==> src/rtl/core/amr_payload_deframer_macros.svh <==
// ----------------------------------------------------------------------------
// amr_payload_deframer_macros.svh
// Assertion macros shared by the deframer RTL; empty when SYNTH is defined.
// ----------------------------------------------------------------------------
`ifndef AMR_PAYLOAD_DEFRAMER_MACROS_SVH
`define AMR_PAYLOAD_DEFRAMER_MACROS_SVH

`ifndef SYNTH
`define AMR_ASSERT_IMPL(label, ante, cons) \
  label: assert property (@(posedge clk) disable iff (!rst_n) (ante) |-> (cons)) \
    else $error("amr_payload_deframer: assertion failed");
`define AMR_ASSERT_NEXT(label, ante, cons) \
  label: assert property (@(posedge clk) disable iff (!rst_n) (ante) |=> (cons)) \
    else $error("amr_payload_deframer: assertion failed");
`else
`define AMR_ASSERT_IMPL(label, ante, cons)
`define AMR_ASSERT_NEXT(label, ante, cons)
`endif

`endif

==> src/rtl/core/amrpd_pkg.sv <==
// ----------------------------------------------------------------------------
// amrpd_pkg
// Types, codes and the speech size table of the AMR payload deframer.
// ----------------------------------------------------------------------------
package amrpd_pkg;

  localparam logic [2:0] OP_NONE    = 3'd0;
  localparam logic [2:0] OP_LOAD    = 3'd1;
  localparam logic [2:0] OP_BIT     = 3'd2;
  localparam logic [2:0] OP_OPEN_RD = 3'd3;
  localparam logic [2:0] OP_OPEN_EV = 3'd4;
  localparam logic [2:0] OP_FINISH  = 3'd5;

  localparam logic [1:0] PH_CMR    = 2'd0;
  localparam logic [1:0] PH_TOC    = 2'd1;
  localparam logic [1:0] PH_SPEECH = 2'd2;
  localparam logic [1:0] PH_DONE   = 2'd3;

  localparam logic [1:0] KIND_HDR  = 2'd0;
  localparam logic [1:0] KIND_DATA = 2'd1;
  localparam logic [1:0] KIND_SUM  = 2'd2;

  localparam logic [1:0] STAT_OK    = 2'd0;
  localparam logic [1:0] STAT_OVF   = 2'd1;
  localparam logic [1:0] STAT_TRUNC = 2'd2;

  localparam logic REG_OCTET = 1'b0;
  localparam logic REG_INIT  = 1'b1;

  localparam logic [3:0] FT_NO_DATA = 4'd14;
  localparam int         RES_CAP    = 20;

  typedef struct packed {
    logic [2:0] op;
  } amrpd_cmd_t;

  typedef struct packed {
    logic hold;
    logic open_next;
    logic frame_avail;
    logic ev_advance;
    logic end_flag;
  } amrpd_sts_t;

  typedef struct packed {
    logic       octet_we;
    logic       init_we;
    logic [2:0] value;
  } amrpd_cfg_t;

  function automatic logic [7:0] frame_bit_len(input logic [3:0] ft, input logic octet);
    logic [7:0] n;
    case (ft)
      4'd0:    n = 8'd95;
      4'd1:    n = 8'd103;
      4'd2:    n = 8'd118;
      4'd3:    n = 8'd134;
      4'd4:    n = 8'd148;
      4'd5:    n = 8'd159;
      4'd6:    n = 8'd204;
      4'd7:    n = 8'd244;
      default: n = 8'd0;
    endcase
    if (octet) n = (n + 8'd7) & 8'hF8;
    return n;
  endfunction

endpackage

==> src/rtl/core/amrpd_ram.sv <==
// ----------------------------------------------------------------------------
// amrpd_ram
// Generic single-write, single-read RAM with registered read data.
// ----------------------------------------------------------------------------
module amrpd_ram #(
  parameter int WIDTH = 8,
  parameter int DEPTH = 16,
  localparam int AW = (DEPTH > 1) ? $clog2(DEPTH) : 1
) (
  input  logic             clk,
  input  logic             we,
  input  logic [AW-1:0]    waddr,
  input  logic [WIDTH-1:0] wdata,
  input  logic             re,
  input  logic [AW-1:0]    raddr,
  output logic [WIDTH-1:0] rdata
);

  logic [WIDTH-1:0] mem [DEPTH];
  logic [WIDTH-1:0] rdata_r;

  always_ff @(posedge clk) begin
    if (we) mem[waddr] <= wdata;
    if (re) rdata_r <= mem[raddr];
  end

  assign rdata = rdata_r;

endmodule

==> src/rtl/core/amrpd_ctrl.sv <==
// ----------------------------------------------------------------------------
// amrpd_ctrl
// Sequencer: takes an item, steps its eight bits, walks frame openings and
// issues the packet summary.
// ----------------------------------------------------------------------------
module amrpd_ctrl
  import amrpd_pkg::*;
(
  input  logic       clk,
  input  logic       rst_n,
  input  logic       in_valid,
  output logic       in_ready,
  input  amrpd_sts_t sts,
  output amrpd_cmd_t cmd
);

  localparam logic [2:0] S_IDLE = 3'd0;
  localparam logic [2:0] S_BIT  = 3'd1;
  localparam logic [2:0] S_ORD  = 3'd2;
  localparam logic [2:0] S_OEV  = 3'd3;
  localparam logic [2:0] S_END  = 3'd4;

  logic [2:0] state_r, state_nxt;
  logic [3:0] left_r, left_nxt;
  logic [2:0] cont_state;

  assign cont_state = (left_r != 4'd0) ? S_BIT : (sts.end_flag ? S_END : S_IDLE);

  always_comb begin
    state_nxt = state_r;
    left_nxt  = left_r;
    cmd.op    = OP_NONE;
    in_ready  = 1'b0;
    case (state_r)
      S_IDLE: begin
        in_ready = 1'b1;
        if (in_valid) begin
          cmd.op    = OP_LOAD;
          state_nxt = S_BIT;
          left_nxt  = 4'd8;
        end
      end
      S_BIT: begin
        cmd.op = OP_BIT;
        if (!sts.hold) begin
          left_nxt = left_r - 4'd1;
          if (sts.open_next) state_nxt = S_ORD;
          else if (left_r == 4'd1) state_nxt = sts.end_flag ? S_END : S_IDLE;
        end
      end
      S_ORD: begin
        cmd.op    = OP_OPEN_RD;
        state_nxt = sts.frame_avail ? S_OEV : cont_state;
      end
      S_OEV: begin
        cmd.op = OP_OPEN_EV;
        if (!sts.hold) state_nxt = sts.ev_advance ? S_ORD : cont_state;
      end
      S_END: begin
        cmd.op = OP_FINISH;
        if (!sts.hold) state_nxt = S_IDLE;
      end
      default: state_nxt = S_IDLE;
    endcase
  end

  always_ff @(posedge clk) begin
    if (!rst_n) begin
      state_r <= S_IDLE;
      left_r  <= 4'd0;
    end else begin
      state_r <= state_nxt;
      left_r  <= left_nxt;
    end
  end

endmodule

==> src/rtl/core/amrpd_dp.sv <==
// ----------------------------------------------------------------------------
// amrpd_dp
// Datapath: bit gathering, TOC store, frame and speech counters, result
// register and configuration registers.
// ----------------------------------------------------------------------------
module amrpd_dp
  import amrpd_pkg::*;
#(
  parameter int MAX_FRAMES = 16
) (
  input  logic       clk,
  input  logic       rst_n,
  input  amrpd_cmd_t cmd,
  output amrpd_sts_t sts,
  input  amrpd_cfg_t cfg,
  output logic       cfg_octet,
  output logic [2:0] cfg_init,
  input  logic [7:0] in_byte,
  input  logic       in_packet_end,
  output logic       out_valid,
  input  logic       out_ready,
  output logic [1:0] out_kind,
  output logic [7:0] out_data_byte,
  output logic [3:0] out_frame_index,
  output logic [3:0] out_frame_type,
  output logic       out_quality,
  output logic       out_frame_last,
  output logic [3:0] out_cmr_value,
  output logic [4:0] out_frame_total,
  output logic [2:0] out_req_mode_now,
  output logic [1:0] out_status
);

  localparam int CNT_W = $clog2(MAX_FRAMES + 1);
  localparam int IDX_W = (MAX_FRAMES > 1) ? $clog2(MAX_FRAMES) : 1;
  localparam logic [CNT_W-1:0] MAX_C = CNT_W'(MAX_FRAMES);

  logic             octet_r;
  logic [2:0]       init_r;
  logic [7:0]       byte_r, byte_nxt;
  logic             end_r, end_nxt;
  logic [1:0]       phase_r, phase_nxt;
  logic [7:0]       buf_r, buf_nxt;
  logic [3:0]       cnt_r, cnt_nxt;
  logic [CNT_W-1:0] toc_cnt_r, toc_cnt_nxt;
  logic [CNT_W-1:0] cur_r, cur_nxt;
  logic [7:0]       left_r, left_nxt;
  logic [3:0]       cmr_r, cmr_nxt;
  logic [2:0]       req_r, req_nxt;
  logic [1:0]       err_r, err_nxt;
  logic [4:0]       entry_r, entry_nxt;
  logic [4:0]       res_n_r, res_n_nxt;

  logic             out_valid_r;
  logic [1:0]       o_kind_r, e_kind;
  logic [7:0]       o_data_r, e_data;
  logic [3:0]       o_idx_r, e_idx;
  logic [3:0]       o_ft_r, e_ft;
  logic             o_q_r, e_q;
  logic             o_last_r, e_last;
  logic [3:0]       o_cmr_r, e_cmr;
  logic [4:0]       o_total_r, e_total;
  logic [2:0]       o_mode_r, e_mode;
  logic [1:0]       o_stat_r, e_stat;
  logic             emit, out_free, room;

  logic [7:0]       nb;
  logic [3:0]       nc;
  logic [3:0]       cmr_need, toc_need;
  logic [3:0]       cmr_ext, toc_ft;
  logic             toc_f, toc_q;
  logic [CNT_W-1:0] toc_after;
  logic [7:0]       left_dec, sp_data;
  logic [4:0]       ev_e;
  logic [3:0]       ev_ft;
  logic [7:0]       ev_nb;
  logic [1:0]       err_fin;
  logic [2:0]       req_fin;

  logic             ram_we, ram_re;
  logic [4:0]       ram_wdata, ram_rdata;

  amrpd_ram #(.WIDTH(5), .DEPTH(MAX_FRAMES)) u_toc_ram (
    .clk   (clk),
    .we    (ram_we),
    .waddr (IDX_W'(toc_cnt_r)),
    .wdata (ram_wdata),
    .re    (ram_re),
    .raddr (IDX_W'(cur_r)),
    .rdata (ram_rdata)
  );

  assign nb        = {buf_r[6:0], byte_r[7]};
  assign nc        = cnt_r + 4'd1;
  assign cmr_need  = octet_r ? 4'd8 : 4'd4;
  assign toc_need  = octet_r ? 4'd8 : 4'd6;
  assign cmr_ext   = 4'(nb >> (nc - 4'd4));
  assign toc_f     = nb[3'(nc - 4'd1)];
  assign toc_ft    = 4'(nb >> (nc - 4'd5));
  assign toc_q     = nb[3'(nc - 4'd6)];
  assign toc_after = (toc_cnt_r < MAX_C) ? toc_cnt_r + CNT_W'(1) : toc_cnt_r;
  assign left_dec  = left_r - 8'd1;
  assign sp_data   = 8'(nb << (4'd8 - nc));
  assign ev_e      = ram_rdata;
  assign ev_ft     = ev_e[4:1];
  assign ev_nb     = frame_bit_len(ev_ft, octet_r);
  assign err_fin   = err_r | ((phase_r != PH_DONE) ? 2'b10 : 2'b00);
  assign req_fin   = (cmr_r < {1'b0, req_r}) ? cmr_r[2:0] : req_r;
  assign room      = res_n_r < 5'(RES_CAP - 1);
  assign out_free  = !out_valid_r || out_ready;
  assign ram_wdata = {toc_ft, toc_q};

  always_comb begin
    byte_nxt    = byte_r;
    end_nxt     = end_r;
    phase_nxt   = phase_r;
    buf_nxt     = buf_r;
    cnt_nxt     = cnt_r;
    toc_cnt_nxt = toc_cnt_r;
    cur_nxt     = cur_r;
    left_nxt    = left_r;
    cmr_nxt     = cmr_r;
    req_nxt     = req_r;
    err_nxt     = err_r;
    entry_nxt   = entry_r;
    res_n_nxt   = res_n_r;
    sts         = '0;
    emit        = 1'b0;
    e_kind      = KIND_HDR;
    e_data      = 8'd0;
    e_idx       = 4'd0;
    e_ft        = 4'd0;
    e_q         = 1'b0;
    e_last      = 1'b0;
    e_cmr       = 4'd0;
    e_total     = 5'd0;
    e_mode      = 3'd0;
    e_stat      = STAT_OK;
    ram_we      = 1'b0;
    ram_re      = 1'b0;
    sts.end_flag = end_r;
    case (cmd.op)
      OP_LOAD: begin
        byte_nxt  = in_byte;
        end_nxt   = in_packet_end;
        res_n_nxt = 5'd0;
      end
      OP_BIT: begin
        byte_nxt = {byte_r[6:0], 1'b0};
        case (phase_r)
          PH_CMR: begin
            if (nc >= cmr_need) begin
              cmr_nxt   = cmr_ext;
              buf_nxt   = 8'd0;
              cnt_nxt   = 4'd0;
              phase_nxt = PH_TOC;
            end else begin
              buf_nxt = nb;
              cnt_nxt = nc;
            end
          end
          PH_TOC: begin
            if (nc >= toc_need) begin
              buf_nxt     = 8'd0;
              cnt_nxt     = 4'd0;
              ram_we      = toc_cnt_r < MAX_C;
              toc_cnt_nxt = toc_after;
              if (toc_f && toc_after >= MAX_C) err_nxt = err_r | 2'b01;
              if (!toc_f || toc_after >= MAX_C) begin
                cur_nxt       = '0;
                sts.open_next = 1'b1;
              end
            end else begin
              buf_nxt = nb;
              cnt_nxt = nc;
            end
          end
          PH_SPEECH: begin
            left_nxt = left_dec;
            if (nc >= 4'd8 || left_dec == 8'd0) begin
              buf_nxt = 8'd0;
              cnt_nxt = 4'd0;
              if (room) begin
                emit      = 1'b1;
                e_kind    = KIND_DATA;
                e_data    = sp_data;
                e_idx     = 4'(cur_r);
                e_ft      = entry_r[4:1];
                e_q       = entry_r[0];
                e_last    = left_dec == 8'd0;
                res_n_nxt = res_n_r + 5'd1;
              end
              if (left_dec == 8'd0) begin
                cur_nxt       = cur_r + CNT_W'(1);
                sts.open_next = 1'b1;
              end
            end else begin
              buf_nxt = nb;
              cnt_nxt = nc;
            end
          end
          default: ;
        endcase
      end
      OP_OPEN_RD: begin
        sts.frame_avail = cur_r < toc_cnt_r;
        ram_re          = sts.frame_avail;
        if (!sts.frame_avail) begin
          left_nxt  = 8'd0;
          buf_nxt   = 8'd0;
          cnt_nxt   = 4'd0;
          phase_nxt = PH_DONE;
        end
      end
      OP_OPEN_EV: begin
        if (ev_ft >= FT_NO_DATA) begin
          cur_nxt        = cur_r + CNT_W'(1);
          sts.ev_advance = 1'b1;
        end else begin
          if (room) begin
            emit      = 1'b1;
            e_kind    = KIND_HDR;
            e_data    = {1'b0, ev_ft, ev_e[0], 2'b00};
            e_idx     = 4'(cur_r);
            e_ft      = ev_ft;
            e_q       = ev_e[0];
            e_last    = ev_nb == 8'd0;
            res_n_nxt = res_n_r + 5'd1;
          end
          if (ev_nb == 8'd0) begin
            cur_nxt        = cur_r + CNT_W'(1);
            sts.ev_advance = 1'b1;
          end else begin
            left_nxt  = ev_nb;
            buf_nxt   = 8'd0;
            cnt_nxt   = 4'd0;
            phase_nxt = PH_SPEECH;
            entry_nxt = ev_e;
          end
        end
      end
      OP_FINISH: begin
        if (end_r) begin
          emit        = 1'b1;
          e_kind      = KIND_SUM;
          e_cmr       = cmr_r;
          e_total     = 5'(toc_cnt_r);
          e_mode      = req_fin;
          e_stat      = err_fin[1] ? STAT_TRUNC : (err_fin[0] ? STAT_OVF : STAT_OK);
          req_nxt     = req_fin;
          phase_nxt   = PH_CMR;
          buf_nxt     = 8'd0;
          cnt_nxt     = 4'd0;
          toc_cnt_nxt = '0;
          cur_nxt     = '0;
          left_nxt    = 8'd0;
          cmr_nxt     = 4'd0;
          err_nxt     = 2'b00;
          end_nxt     = 1'b0;
        end
      end
      default: ;
    endcase
    sts.hold = emit && !out_free;
    if (sts.hold) ram_we = 1'b0;
  end

  always_ff @(posedge clk) begin
    if (!rst_n) begin
      octet_r   <= 1'b0;
      init_r    <= 3'd7;
      end_r     <= 1'b0;
      phase_r   <= PH_CMR;
      buf_r     <= 8'd0;
      cnt_r     <= 4'd0;
      toc_cnt_r <= '0;
      cur_r     <= '0;
      left_r    <= 8'd0;
      cmr_r     <= 4'd0;
      req_r     <= 3'd7;
      err_r     <= 2'b00;
      res_n_r   <= 5'd0;
    end else begin
      if (!sts.hold) begin
        end_r     <= end_nxt;
        phase_r   <= phase_nxt;
        buf_r     <= buf_nxt;
        cnt_r     <= cnt_nxt;
        toc_cnt_r <= toc_cnt_nxt;
        cur_r     <= cur_nxt;
        left_r    <= left_nxt;
        cmr_r     <= cmr_nxt;
        err_r     <= err_nxt;
        res_n_r   <= res_n_nxt;
      end
      if (cfg.octet_we) octet_r <= cfg.value[0];
      if (cfg.init_we) begin
        init_r <= cfg.value;
        req_r  <= cfg.value;
      end else if (!sts.hold) begin
        req_r  <= req_nxt;
      end
    end
  end

  always_ff @(posedge clk) begin
    if (!sts.hold) begin
      byte_r  <= byte_nxt;
      entry_r <= entry_nxt;
    end
    if (emit && out_free) begin
      o_kind_r  <= e_kind;
      o_data_r  <= e_data;
      o_idx_r   <= e_idx;
      o_ft_r    <= e_ft;
      o_q_r     <= e_q;
      o_last_r  <= e_last;
      o_cmr_r   <= e_cmr;
      o_total_r <= e_total;
      o_mode_r  <= e_mode;
      o_stat_r  <= e_stat;
    end
  end

  always_ff @(posedge clk) begin
    if (!rst_n) begin
      out_valid_r <= 1'b0;
    end else if (emit && out_free) begin
      out_valid_r <= 1'b1;
    end else if (out_ready) begin
      out_valid_r <= 1'b0;
    end
  end

  assign cfg_octet        = octet_r;
  assign cfg_init         = init_r;
  assign out_valid        = out_valid_r;
  assign out_kind         = o_kind_r;
  assign out_data_byte    = o_data_r;
  assign out_frame_index  = o_idx_r;
  assign out_frame_type   = o_ft_r;
  assign out_quality      = o_q_r;
  assign out_frame_last   = o_last_r;
  assign out_cmr_value    = o_cmr_r;
  assign out_frame_total  = o_total_r;
  assign out_req_mode_now = o_mode_r;
  assign out_status       = o_stat_r;

endmodule

==> src/rtl/core/amr_payload_deframer.sv <==
// ----------------------------------------------------------------------------
// amr_payload_deframer
// AMR narrowband payload deframer: CMR and TOC parsing, per-frame header and
// speech byte results, packet summary and requested mode tracking.
// ----------------------------------------------------------------------------
// Each payload byte is taken while idle and its bits are then consumed one
// per cycle, except while a result waits on out_ready; a new byte is taken
// only once all steps of the last one are done. Each TOC entry opened as a
// frame adds one TOC RAM read and one evaluation step, a final read step
// finds the table run out, and the byte marked packet end adds the summary
// step. Results are held in an output register, so the next item is taken
// while a result is still pending.
`include "amr_payload_deframer_macros.svh"

module amr_payload_deframer
  import amrpd_pkg::*;
#(
  parameter int MAX_FRAMES = 16
) (
  input  logic        clk,
  input  logic        rst_n,
  input  logic        in_valid,
  output logic        in_ready,
  input  logic [7:0]  in_byte,
  input  logic        in_packet_end,
  output logic        out_valid,
  input  logic        out_ready,
  output logic [1:0]  out_kind,
  output logic [7:0]  out_data_byte,
  output logic [3:0]  out_frame_index,
  output logic [3:0]  out_frame_type,
  output logic        out_quality,
  output logic        out_frame_last,
  output logic [3:0]  out_cmr_value,
  output logic [4:0]  out_frame_total,
  output logic [2:0]  out_req_mode_now,
  output logic [1:0]  out_status,
  input  logic        psel,
  input  logic        penable,
  input  logic        pwrite,
  input  logic [2:0]  paddr,
  input  logic [31:0] pwdata,
  output logic [31:0] prdata,
  output logic        pready
);

  amrpd_cmd_t cmd;
  amrpd_sts_t sts;
  amrpd_cfg_t cfg;
  logic       cfg_octet;
  logic [2:0] cfg_init;
  logic       wr_en;

  assign pready       = 1'b1;
  assign wr_en        = psel && penable && pwrite && pready;
  assign cfg.octet_we = wr_en && (paddr[2] == REG_OCTET);
  assign cfg.init_we  = wr_en && (paddr[2] == REG_INIT);
  assign cfg.value    = pwdata[2:0];
  assign prdata       = (paddr[2] == REG_INIT) ? {29'd0, cfg_init} : {31'd0, cfg_octet};

  amrpd_ctrl u_ctrl (
    .clk      (clk),
    .rst_n    (rst_n),
    .in_valid (in_valid),
    .in_ready (in_ready),
    .sts      (sts),
    .cmd      (cmd)
  );

  amrpd_dp #(.MAX_FRAMES(MAX_FRAMES)) u_dp (
    .clk              (clk),
    .rst_n            (rst_n),
    .cmd              (cmd),
    .sts              (sts),
    .cfg              (cfg),
    .cfg_octet        (cfg_octet),
    .cfg_init         (cfg_init),
    .in_byte          (in_byte),
    .in_packet_end    (in_packet_end),
    .out_valid        (out_valid),
    .out_ready        (out_ready),
    .out_kind         (out_kind),
    .out_data_byte    (out_data_byte),
    .out_frame_index  (out_frame_index),
    .out_frame_type   (out_frame_type),
    .out_quality      (out_quality),
    .out_frame_last   (out_frame_last),
    .out_cmr_value    (out_cmr_value),
    .out_frame_total  (out_frame_total),
    .out_req_mode_now (out_req_mode_now),
    .out_status       (out_status)
  );

  `AMR_ASSERT_IMPL(a_ready_op, in_ready, cmd.op == OP_LOAD || cmd.op == OP_NONE)
  `AMR_ASSERT_NEXT(a_busy_after_take, in_valid && in_ready, !in_ready)
  `AMR_ASSERT_NEXT(a_hold_keeps_op, sts.hold, $stable(cmd.op))
  `AMR_ASSERT_IMPL(a_hold_out_busy, sts.hold, out_valid && !out_ready)

endmodule

==> config.mk <==
export PLATFORM = sky130hd
export DESIGN_NAME = amr_payload_deframer
export DESIGN_NICKNAME = d
export VERILOG_FILES = /design/src/rtl/core/amrpd_pkg.sv /design/src/rtl/core/amrpd_ram.sv /design/src/rtl/core/amrpd_ctrl.sv /design/src/rtl/core/amrpd_dp.sv /design/src/rtl/core/amr_payload_deframer.sv
export VERILOG_INCLUDE_DIRS = /design/src /design/src/rtl/core
export SDC_FILE = /design/constraint.sdc
export NUM_CORES = 1
export LEC_CHECK = 0
export BUFFER_PORTS_ARGS = -buffer_cell sky130_fd_sc_hd__buf_2
export CAP_MARGIN = 40
export CORE_AREA = 2 2 160 162
export DETAILED_ROUTE_END_ITERATION = 10
export DIE_AREA = 0 0 162 164
export PLACE_DENSITY_LB_ADDON = 0.2
export SLEW_MARGIN = 25
export SYNTH_ARGS = -nofsm -noshare
export SYNTH_HDL_FRONTEND = slang
export SYNTH_SLANG_ARGS = --single-unit
==> constraint.sdc <==
create_clock -name clk -period 11.1 [get_ports clk]
set_input_delay 1.665 -clock clk [delete_from_list [all_inputs] [get_ports clk]]
set_output_delay 1.665 -clock clk [all_outputs]
set_load 0.02 [all_outputs]
==> metrics.md, run 1 <==
| Metric | Value |
|---|---|
| Clock Sinks | 189 |
| First-pass GRT wire length | 36.2 mm |
| Routed Antenna Nets | 0 |
| Seq cells post-synth | 189 |
| CP Depth | 13 |
| Clk buf depth | 2 |
| Final setup fails | 0 |
| Synth Instances | 873 |
| Minimum clock period | 4.59 ns |
| Leak | between 3 and 4 nW |
| Final hold viol count | 0 |
| DR vias | 6830 |
| Overall Global Routing Usage | 0.179 |
| Synth async-reset ratio | 0 |
| Die area | approximately 27000 µm² |
| Clock Pin Slew Worst Setup and Hold Paths | 0.08 ns |
| Worst skew pair latency | 0.45 ns |
| Die width | 162 µm |
| Hold/Removal Path Class | reg2reg |
| Post-CTS Setup Bufs | 0 |
| Synth area leader | edfxtp_1 |
| Setup Skew | 0.0124 ns |
| Hold depth | 0 |
| Achievable frequency | 218 MHz |
| Final period util | 0.413 |
| RSZ-0062 raised after global routing | false |
| Largest net degree at the start of global routing | 27 |
| Worst Tran Pin Value | 0.836 ns |
| Critical path required time | approximately 11 ns |
| WL per Instance | approximately 18 µm |
| Delay-heaviest family, CP | simple AND/OR/NAND/NOR gates |
| PD cells | 201 nW/µm² |
| Layout cells sized above 1 | 0.176 |
| CORE AREA | 24800 µm² |
| N_diodes | 0 |
| Cell area after synthesis | between 9000 and 10000 µm² |
| TritonRoute pass-1 iters | 5 |
| CTS buffer count | 17 |
| Detailed-route DRC error count | 0 |
| CTS tree | yes |
| Worst IR Drop VDD | 0.0949 mV |
| Area Growth Syn to Fin | 13.0% |
| Max FO, Critical Path | 26 |
| Tot Pwr | roughly 2.2 mW |
| Initial antenna violation count | 0 |
| # Max-Cap Violations | 0 |
| Crit-path slowest cell | nor3_1 |
| # resized after CTS | 0 |
| Hold-fix buffers, CTS | 0 |
| Root Buffer | clkbuf_16 |
| Synth area leaders | edfxtp_1 (40%), dfxtp_1 (12%), mux4_2 (6.4%), ha_1 (4.6%), nand2_1 (3.2%) |
| Starting density of the core | 0.394 |
| HPWL Detailed | 16.1 mm |
| Slew Limit Headroom | 0.443 |
| Nets | just over 1k |
| Vias in the first global route | 6311 |
| Post-Syn Area per Cell | 11.2 µm² |
| Bufs and invs on worst path | 3 |
| Post-synthesis cell type count | 76 |
| Starting DRT DRC Count | approximately 580 |
| Setup TNS Final | 0 ns |
| Count of final max-slew check failures | 0 |
| Register area share after synthesis | 0.521 |
| Row count | 58 |
| Worst-path cell chain | buf_4 -> ha_1 -> xor2_1 -> clkbuf_4 -> inv_1 -> ha_1 -> a21boi_0 -> mux2i_1 -> a211oi_4 -> a21o_1 -> and4_1 -> nand2_1 -> nor3_1 |
| WP data arrival | 4.66 ns |
| CP Capture Type | flop |
| Boundary pin count | 120 |
| Post-synth EDFFs | around 130 |
| CP dominant cell by count | ha_1 |
| Die Y | between 150 and 200 µm |
| Status | finished, final reports clean |
| YS warnings | 0 |
| Via density | between 5 and 6 |
| H-tree levels | 4 |
| Drt total wl | 23.2 mm |
| GPL Wtd Cong | 0.844 |
| Grt total ovfl | 0 |
| Post-synth top area share | 0.405 |
| R2R depth | 13 |
| Port Buffers | 58 |
| Most used DFF post-synth | edfxtp_1 |
| Delay of the slowest cell on the worst path | between 0.6 and 0.7 ns |
| Final core utilization | 0.446 |
| Crit path launch type | flop |
| WS Path Type | reg2reg |
## metal layers
metal | up-vias | wire (µm) | track usage | part of all wire
met5 | - | 0 | 0 | 0
met3 | 16 | 903 | 0.0303 | 0.039
met1 | 3397 | 11100 | 0.256 | 0.48
li1 | 3284 | - | - | -
met2 | 133 | 11000 | 0.281 | 0.47
met4 | 0 | 294 | 0.0495 | 0.013
## state kept, by name, summed over array words and instances, names as in the netlist, 7 cells and up
name                cells
u_dp.u_toc_ram.mem     80
u_dp.byte_r             8
u_dp.left_r             8
u_dp.out_data_byte      8
u_dp.buf_r              7
## worst paths after layout
check	slack, ns	from	to
worst max-delay path	6.51	u_dp.cnt_r[0]	u_dp.u_toc_ram.mem[3][1]
worst min-delay path	0.46	u_dp.u_toc_ram.rdata[0]	u_dp.entry_r[0]
worst max register to register	6.51	u_dp.cnt_r[0]	u_dp.u_toc_ram.mem[3][1]
worst min register to register	0.46	u_dp.u_toc_ram.rdata[0]	u_dp.entry_r[0]
## power breakdown
| part | internal [mW] | switching, mW |
|---|---|---|
| combinational | 0.242 | 0.419 |
| sequential | 0.822 | 0.0564 |
| clock | 0.341 | 0.338 |
## synth_stat cells, types with 9 or more instances
master,count
edfxtp_1,132
nand2_1,83
nor2_1,76
a21oi_1,57
dfxtp_1,57
o21ai_0,46
ha_1,36
buf_4,32
inv_1,30
nand3_1,30
clkbuf_1,29
mux4_2,28
mux2i_1,17
nor3_1,16
nand2b_1,12
nand4b_1,11
and2_1,9
and3_1,9
nor2b_1,9
xor2_1,9
## cell type report
type,count,area [µm²]
multi-input combinational,608,4310
tap,330,413
sequential,189,5100
timing repair buffer,76,448
inverter,33,124
clock inverter,15,238
fill,2363,13800
clock buffer,17,425
## kinds of logic (layout without fill, tap and decap cells)
| group | after synthesis | in the layout | share of synthesized area |
|---|---|---|---|
| other | 2 | 30 | 0.000767 |
| and+or+nand+nor | 294 | 294 | 0.149 |
| xor gates and xnor gates | 15 | 15 | 0.0142 |
| buffers and inverters | 104 | 141 | 0.0529 |
| adders and majority gates | 36 | 36 | 0.0460 |
| AOI/OAI and AO/OA | 181 | 181 | 0.126 |
| muxes | 52 | 52 | 0.0898 |
| DFF | 189 | 189 | 0.521 |
## layout by cell type (no fill, tap or decap), types with 4 or more instances in the layout
| cell | count |
|---|---|
| a211o_1 | 4 |
| a211oi_1 | 8 |
| a21o_1 | 4 |
| a21oi_1 | 56 |
| a31oi_1 | 5 |
| and2_1 | 9 |
| and3_1 | 9 |
| buf_2 | 58 |
| buf_4 | 13 |
| clkbuf_16 | 17 |
| clkinv_8 | 4 |
| conb_1 | 30 |
| dfxtp_1 | 57 |
| edfxtp_1 | 132 |
| ha_1 | 36 |
| inv_1 | 30 |
| inv_12 | 6 |
| inv_8 | 4 |
| mux2_2 | 7 |
| mux2i_1 | 17 |
| mux4_2 | 28 |
| nand2_1 | 83 |
| nand2b_1 | 12 |
| nand3_1 | 30 |
| nand4_1 | 6 |
| nand4b_1 | 11 |
| nor2_1 | 76 |
| nor2b_1 | 9 |
| nor3_1 | 15 |
| nor4_1 | 4 |
| o211ai_1 | 5 |
| o21ai_0 | 46 |
| o22ai_1 | 4 |
| o31ai_1 | 6 |
| or3_1 | 4 |
| or4_1 | 8 |
| xnor2_1 | 5 |
| xor2_1 | 9 |
## per-stage QoR
step | setup WS (ns) | cell area [µm²] | hold slack (ns) | std cells
floorplan | 7.17 | 9900 | 0.426 | 901
global placement | 6.11 | 10300 | 0.445 | 1229
detailed placement | 6.03 | 10400 | 0.442 | 1232
CTS | 5.98 | 11000 | 0.460 | 1264
global route | 6.24 | 11100 | 0.475 | 1268
finish | 6.51 | 11100 | 0.459 | 1268
Power figures use the tool's default switching activity.
==> run 2: changes to the inputs <==
--- a/config.mk
+++ b/config.mk
@@ -6,11 +6,12 @@
 export SDC_FILE = /design/constraint.sdc
 export NUM_CORES = 1
 export LEC_CHECK = 0
+export ABC_AREA = 1
 export BUFFER_PORTS_ARGS = -buffer_cell sky130_fd_sc_hd__buf_2
 export CAP_MARGIN = 40
-export CORE_AREA = 2 2 160 162
+export CORE_AREA = 2 2 162 164
 export DETAILED_ROUTE_END_ITERATION = 10
-export DIE_AREA = 0 0 162 164
+export DIE_AREA = 0 0 164 166
 export PLACE_DENSITY_LB_ADDON = 0.2
 export SLEW_MARGIN = 25
 export SYNTH_ARGS = -nofsm -noshare
==> constraint.sdc (replaced) <==
create_clock -name clk -period 3.8 [get_ports clk]
set_input_delay 0.57 -clock clk [delete_from_list [all_inputs] [get_ports clk]]
set_output_delay 0.57 -clock clk [all_outputs]
set_load 0.02 [all_outputs]
==> run 2 against run 1 <==
Wire length grew 8.0%. Total power grew to 2.7 times the previous value. Synthesized cell count grew 33%. First-iteration DRC count grew 7.0%. Global-route usage grew 0.87 points. Synthesized area grew 2.4%. Non-clock buffer count grew 1. Register-to-register slack lost 6.0 ns. Largest cell class unchanged. Clock-buffer cell count grew 4. Sequential share of layout area shrank 0.45 points. Highest routed layer unchanged. Die area grew 2.5%.
==> metrics.md, run 2 <==
| Metric | Value |
|---|---|
| Library cell with the highest instance count after synthesis | nand2_1 (was edfxtp_1) |
| Post-synth EDFFs | 132 (unchanged) |
| Largest net degree at the start of global routing | 32 (was 27) |
| WS Path Type | reg2reg (unchanged) |
| CORE AREA | 25600 µm² (was 24800 µm²) |
| Post-synth top cells | nand2_1 (230), nor2_1 (172), edfxtp_1 (132) (was edfxtp_1 (132), nand2_1 (83), nor2_1 (76)) |
| CP dominant cell by count | nor2_1 (was ha_1) |
| GPL Wtd Cong | 0.913 (was 0.844) |
| Most frequent cells in the layout | nand2_1 (230), nor2_1 (172), edfxtp_1 (132) (was edfxtp_1 (132), nand2_1 (83), nor2_1 (76)) |
| Final hold viol count | 0 (unchanged) |
| Status | finished, final reports clean (unchanged) |
| TritonRoute pass-1 iters | 6 (was 5) |
| Cells after DPL | 1529 (was 1232) |
| Initial antenna violation count | 0 (unchanged) |
| Final core utilization | 0.436 (was 0.446) |
| Die Y | 166 µm (was 164 µm) |
| Hold-fix buffers, CTS | 0 (unchanged) |
| Boundary pin count | 120 (unchanged) |
| Setup TNS Final | 0 ns (unchanged) |
| Delay-heaviest family, CP | simple AND/OR/NAND/NOR gates (unchanged) |
| Nets | 1301 (was 1012) |
| RSZ-0062 raised after global routing | false (unchanged) |
| Placement Setup Slack | 0.526 ns (was 6.03 ns) |
| Starting DRT DRC Count | 624 (was 583) |
| YS warnings | 0 (unchanged) |
| Synth async-reset ratio | 0 (unchanged) |
| Final period util | 0.873 (was 0.413) |
| Storage element area | 5100 µm² (unchanged) |
| Port Buffers | 58 (unchanged) |
| Synth area leader | edfxtp_1 (unchanged) |
| Cell area after synthesis | 10000 µm² (was 9790 µm²) |
| Hold depth | 3 (was 0) |
| Area Growth Syn to Fin | 11.4% (was 13.0%) |
| CP Depth | 12 (was 13) |
| Worst-path cell chain | inv_1 -> ha_1 -> nor2_1 -> nor2_1 -> nor3_1 -> nor2_1 -> nand2_2 -> nand2_4 -> nand2_1 -> nor2_1 -> nand2_1 -> nor2_1 (was buf_4 -> ha_1 -> xor2_1 -> clkbuf_4 -> inv_1 -> ha_1 -> a21boi_0 -> mux2i_1 -> a211oi_4 -> a21o_1 -> and4_1 -> nand2_1 -> nor3_1) |
| # Max-Cap Violations | 0 (unchanged) |
| Starting density of the core | 0.391 (was 0.394) |
| Critical path required time | 3.89 ns (was 11.18 ns) |
| Clk buf depth | 2 (unchanged) |
| CP Capture Type | flop (unchanged) |
| Count of final max-slew check failures | 0 (unchanged) |
| Die area | 27200 µm² (was 26600 µm²) |
| Row count | 59 (was 58) |
| Most common cell after layout, fill and taps aside | nand2_1 (was edfxtp_1) |
| Hold/Removal Path Class | in2reg (was reg2reg) |
| Synth area leaders | edfxtp_1 (40%), dfxtp_1 (11%), nand2_1 (8.6%), nor2_1 (6.4%), o21ai_0 (4.6%) (was edfxtp_1 (40%), dfxtp_1 (12%), mux4_2 (6.4%), ha_1 (4.6%), nand2_1 (3.2%)) |
| H-tree levels | 4 (unchanged) |
| Register area share after synthesis | 0.509 (was 0.521) |
| Post-synthesis cell type count | 52 (was 76) |
| Max reg flops | 80 (unchanged) |
| Tot Pwr | 5.92 mW (was 2.22 mW) |
| Clock Pin Slew Worst Setup and Hold Paths | 0.07 ns (was 0.08 ns) |
| Via density | 5.03 (was 5.39) |
| Grt total ovfl | 0 (unchanged) |
| Setup Skew | 0.0109 ns (was 0.0124 ns) |
| Worst skew pair latency | 0.44 ns (was 0.45 ns) |
| Crit path launch type | flop (unchanged) |
| Final WS setup | 0.483 ns (was 6.51 ns) |
| Post-synth top area share | 0.395 (was 0.405) |
| Filler instances | 2554 (was 2363) |
| WP data arrival | 3.40 ns (was 4.66 ns) |
| N_diodes | 0 (unchanged) |
| PD cells | 530 nW/µm² (was 201 nW/µm²) |
| Vias in the first global route | 7272 (was 6311) |
| Drt total wl | 25.1 mm (was 23.2 mm) |
| Seq cells post-synth | 189 (unchanged) |
| Largest Register | u_dp.u_toc_ram.mem (unchanged) |
| Synth Instances | 1157 (was 873) |
| HPWL Detailed | 18.1 mm (was 16.1 mm) |
| Bufs and invs on worst path | 1 (was 3) |
| Delay of the slowest cell on the worst path | 0.50 ns (was 0.66 ns) |
| Area of the multi-input gates | 4250 µm² (was 4310 µm²) |
| R2R depth | 12 (was 13) |
| CTS buffer count | 17 (unchanged) |
| Final setup fails | 0 (unchanged) |
| Minimum clock period | 3.32 ns (was 4.59 ns) |
| Most used DFF post-synth | edfxtp_1 (unchanged) |
| Non-Filler Instances | 1562 (was 1268) |
| Worst IR Drop VDD | 0.229 mV (was 0.0949 mV) |
| Die width | 164 µm (was 162 µm) |
| Root Buffer | clkbuf_16 (unchanged) |
| Detailed-route DRC error count | 0 (unchanged) |
| CTS tree | yes (unchanged) |
| Crit-path slowest cell | edfxtp_1 (was nor3_1) |
| First-pass GRT wire length | 39.7 mm (was 36.2 mm) |
| Achievable frequency | 301 MHz (was 218 MHz) |
| Post-CTS Setup Bufs | 0 (unchanged) |
| Clock Sinks | 189 (unchanged) |
| WL per Instance | 16.1 µm (was 18.3 µm) |
| Leak | 4.56 nW (was 3.99 nW) |
| Slew Limit Headroom | 0.457 (was 0.443) |
| DR vias | 7863 (was 6830) |
| # resized after CTS | 0 (unchanged) |
| Routed Antenna Nets | 0 (unchanged) |
| Post-Syn Area per Cell | 8.67 µm² (was 11.2 µm²) |
| Layout cells sized above 1 | 0.136 (was 0.176) |
| Overall Global Routing Usage | 0.187 (was 0.179) |
| Max FO, Critical Path | 6 (was 26) |
| Worst Tran Pin Value | 0.812 ns (was 0.836 ns) |
run 2: worst register-to-register path: cells and delay by family (launching register included):
family                     cells  cell delay (ns)
adders and majority gates      1             0.19
buffers and inverters          1             0.17
DFF                            1             0.50
and+or+nand+nor               10             2.08
run 2: path summary, 6_finish.rpt:
path              slack (ns)                  endpoint                    start
setup reg to reg        0.48  u_dp.u_toc_ram.mem[1][2]  u_dp.u_toc_ram.rdata[1]
hold / removal          0.37          u_dp.cfg_init[2]                pwdata[2]
setup / recovery        0.48  u_dp.u_toc_ram.mem[1][2]  u_dp.u_toc_ram.rdata[1]
hold reg to reg         0.46             u_dp.err_r[0]            u_dp.err_r[0]
run 2: through the flow:
step                      area, µm²  hold WS, ns
after detailed placement      10600        0.447
after floorplan               10100        0.427
after CTS                     11200        0.361
after global routing          11200        0.387
after global placement        10600        0.443
final                         11200        0.375
run 2: area by class of cell:
| class | instances | area share |
|---|---|---|
| clock inverter | 11 | 0.00896 |
| inverter | 102 | 0.0343 |
| clock buffer | 21 | 0.0412 |
| timing repair buffer | 77 | 0.0402 |
| tap | 335 | 0.0375 |
| sequential | 189 | 0.457 |
| multi-input combinational | 827 | 0.381 |
run 2: cell families (layout without fill, tap and decap cells):
logic type      Yosys count  after routing  synth area share
compound gates          202            202             0.113
xor+xnor                 16             16            0.0147
fa+ha+maj                36             36            0.0449
buf+inv                 169            211            0.0797
flops                   189            189             0.509
other cells               2             30          0.000749
simple gates            543            543             0.238
run 2: per-layer routing:
layer / vias up / wire length, µm / share of wire / global-route usage
li1: 3958 / - / - / -
met1: 3692 / 11400 / 0.46 / 0.247
met2: 180 / 12300 / 0.49 / 0.317
met3: 33 / 897 / 0.036 / 0.0267
met4: 0 / 497 / 0.020 / 0.0595
met5: - / 0 / 0 / 0
run 2: power by group:
part | internal, mW | total (mW) | switching, mW
combinational | 0.524 | 1.67 | 1.15
sequential | 2.40 | 2.50 | 0.0984
clock | 0.898 | 1.75 | 0.854
total | 3.82 | 5.92 | 2.10
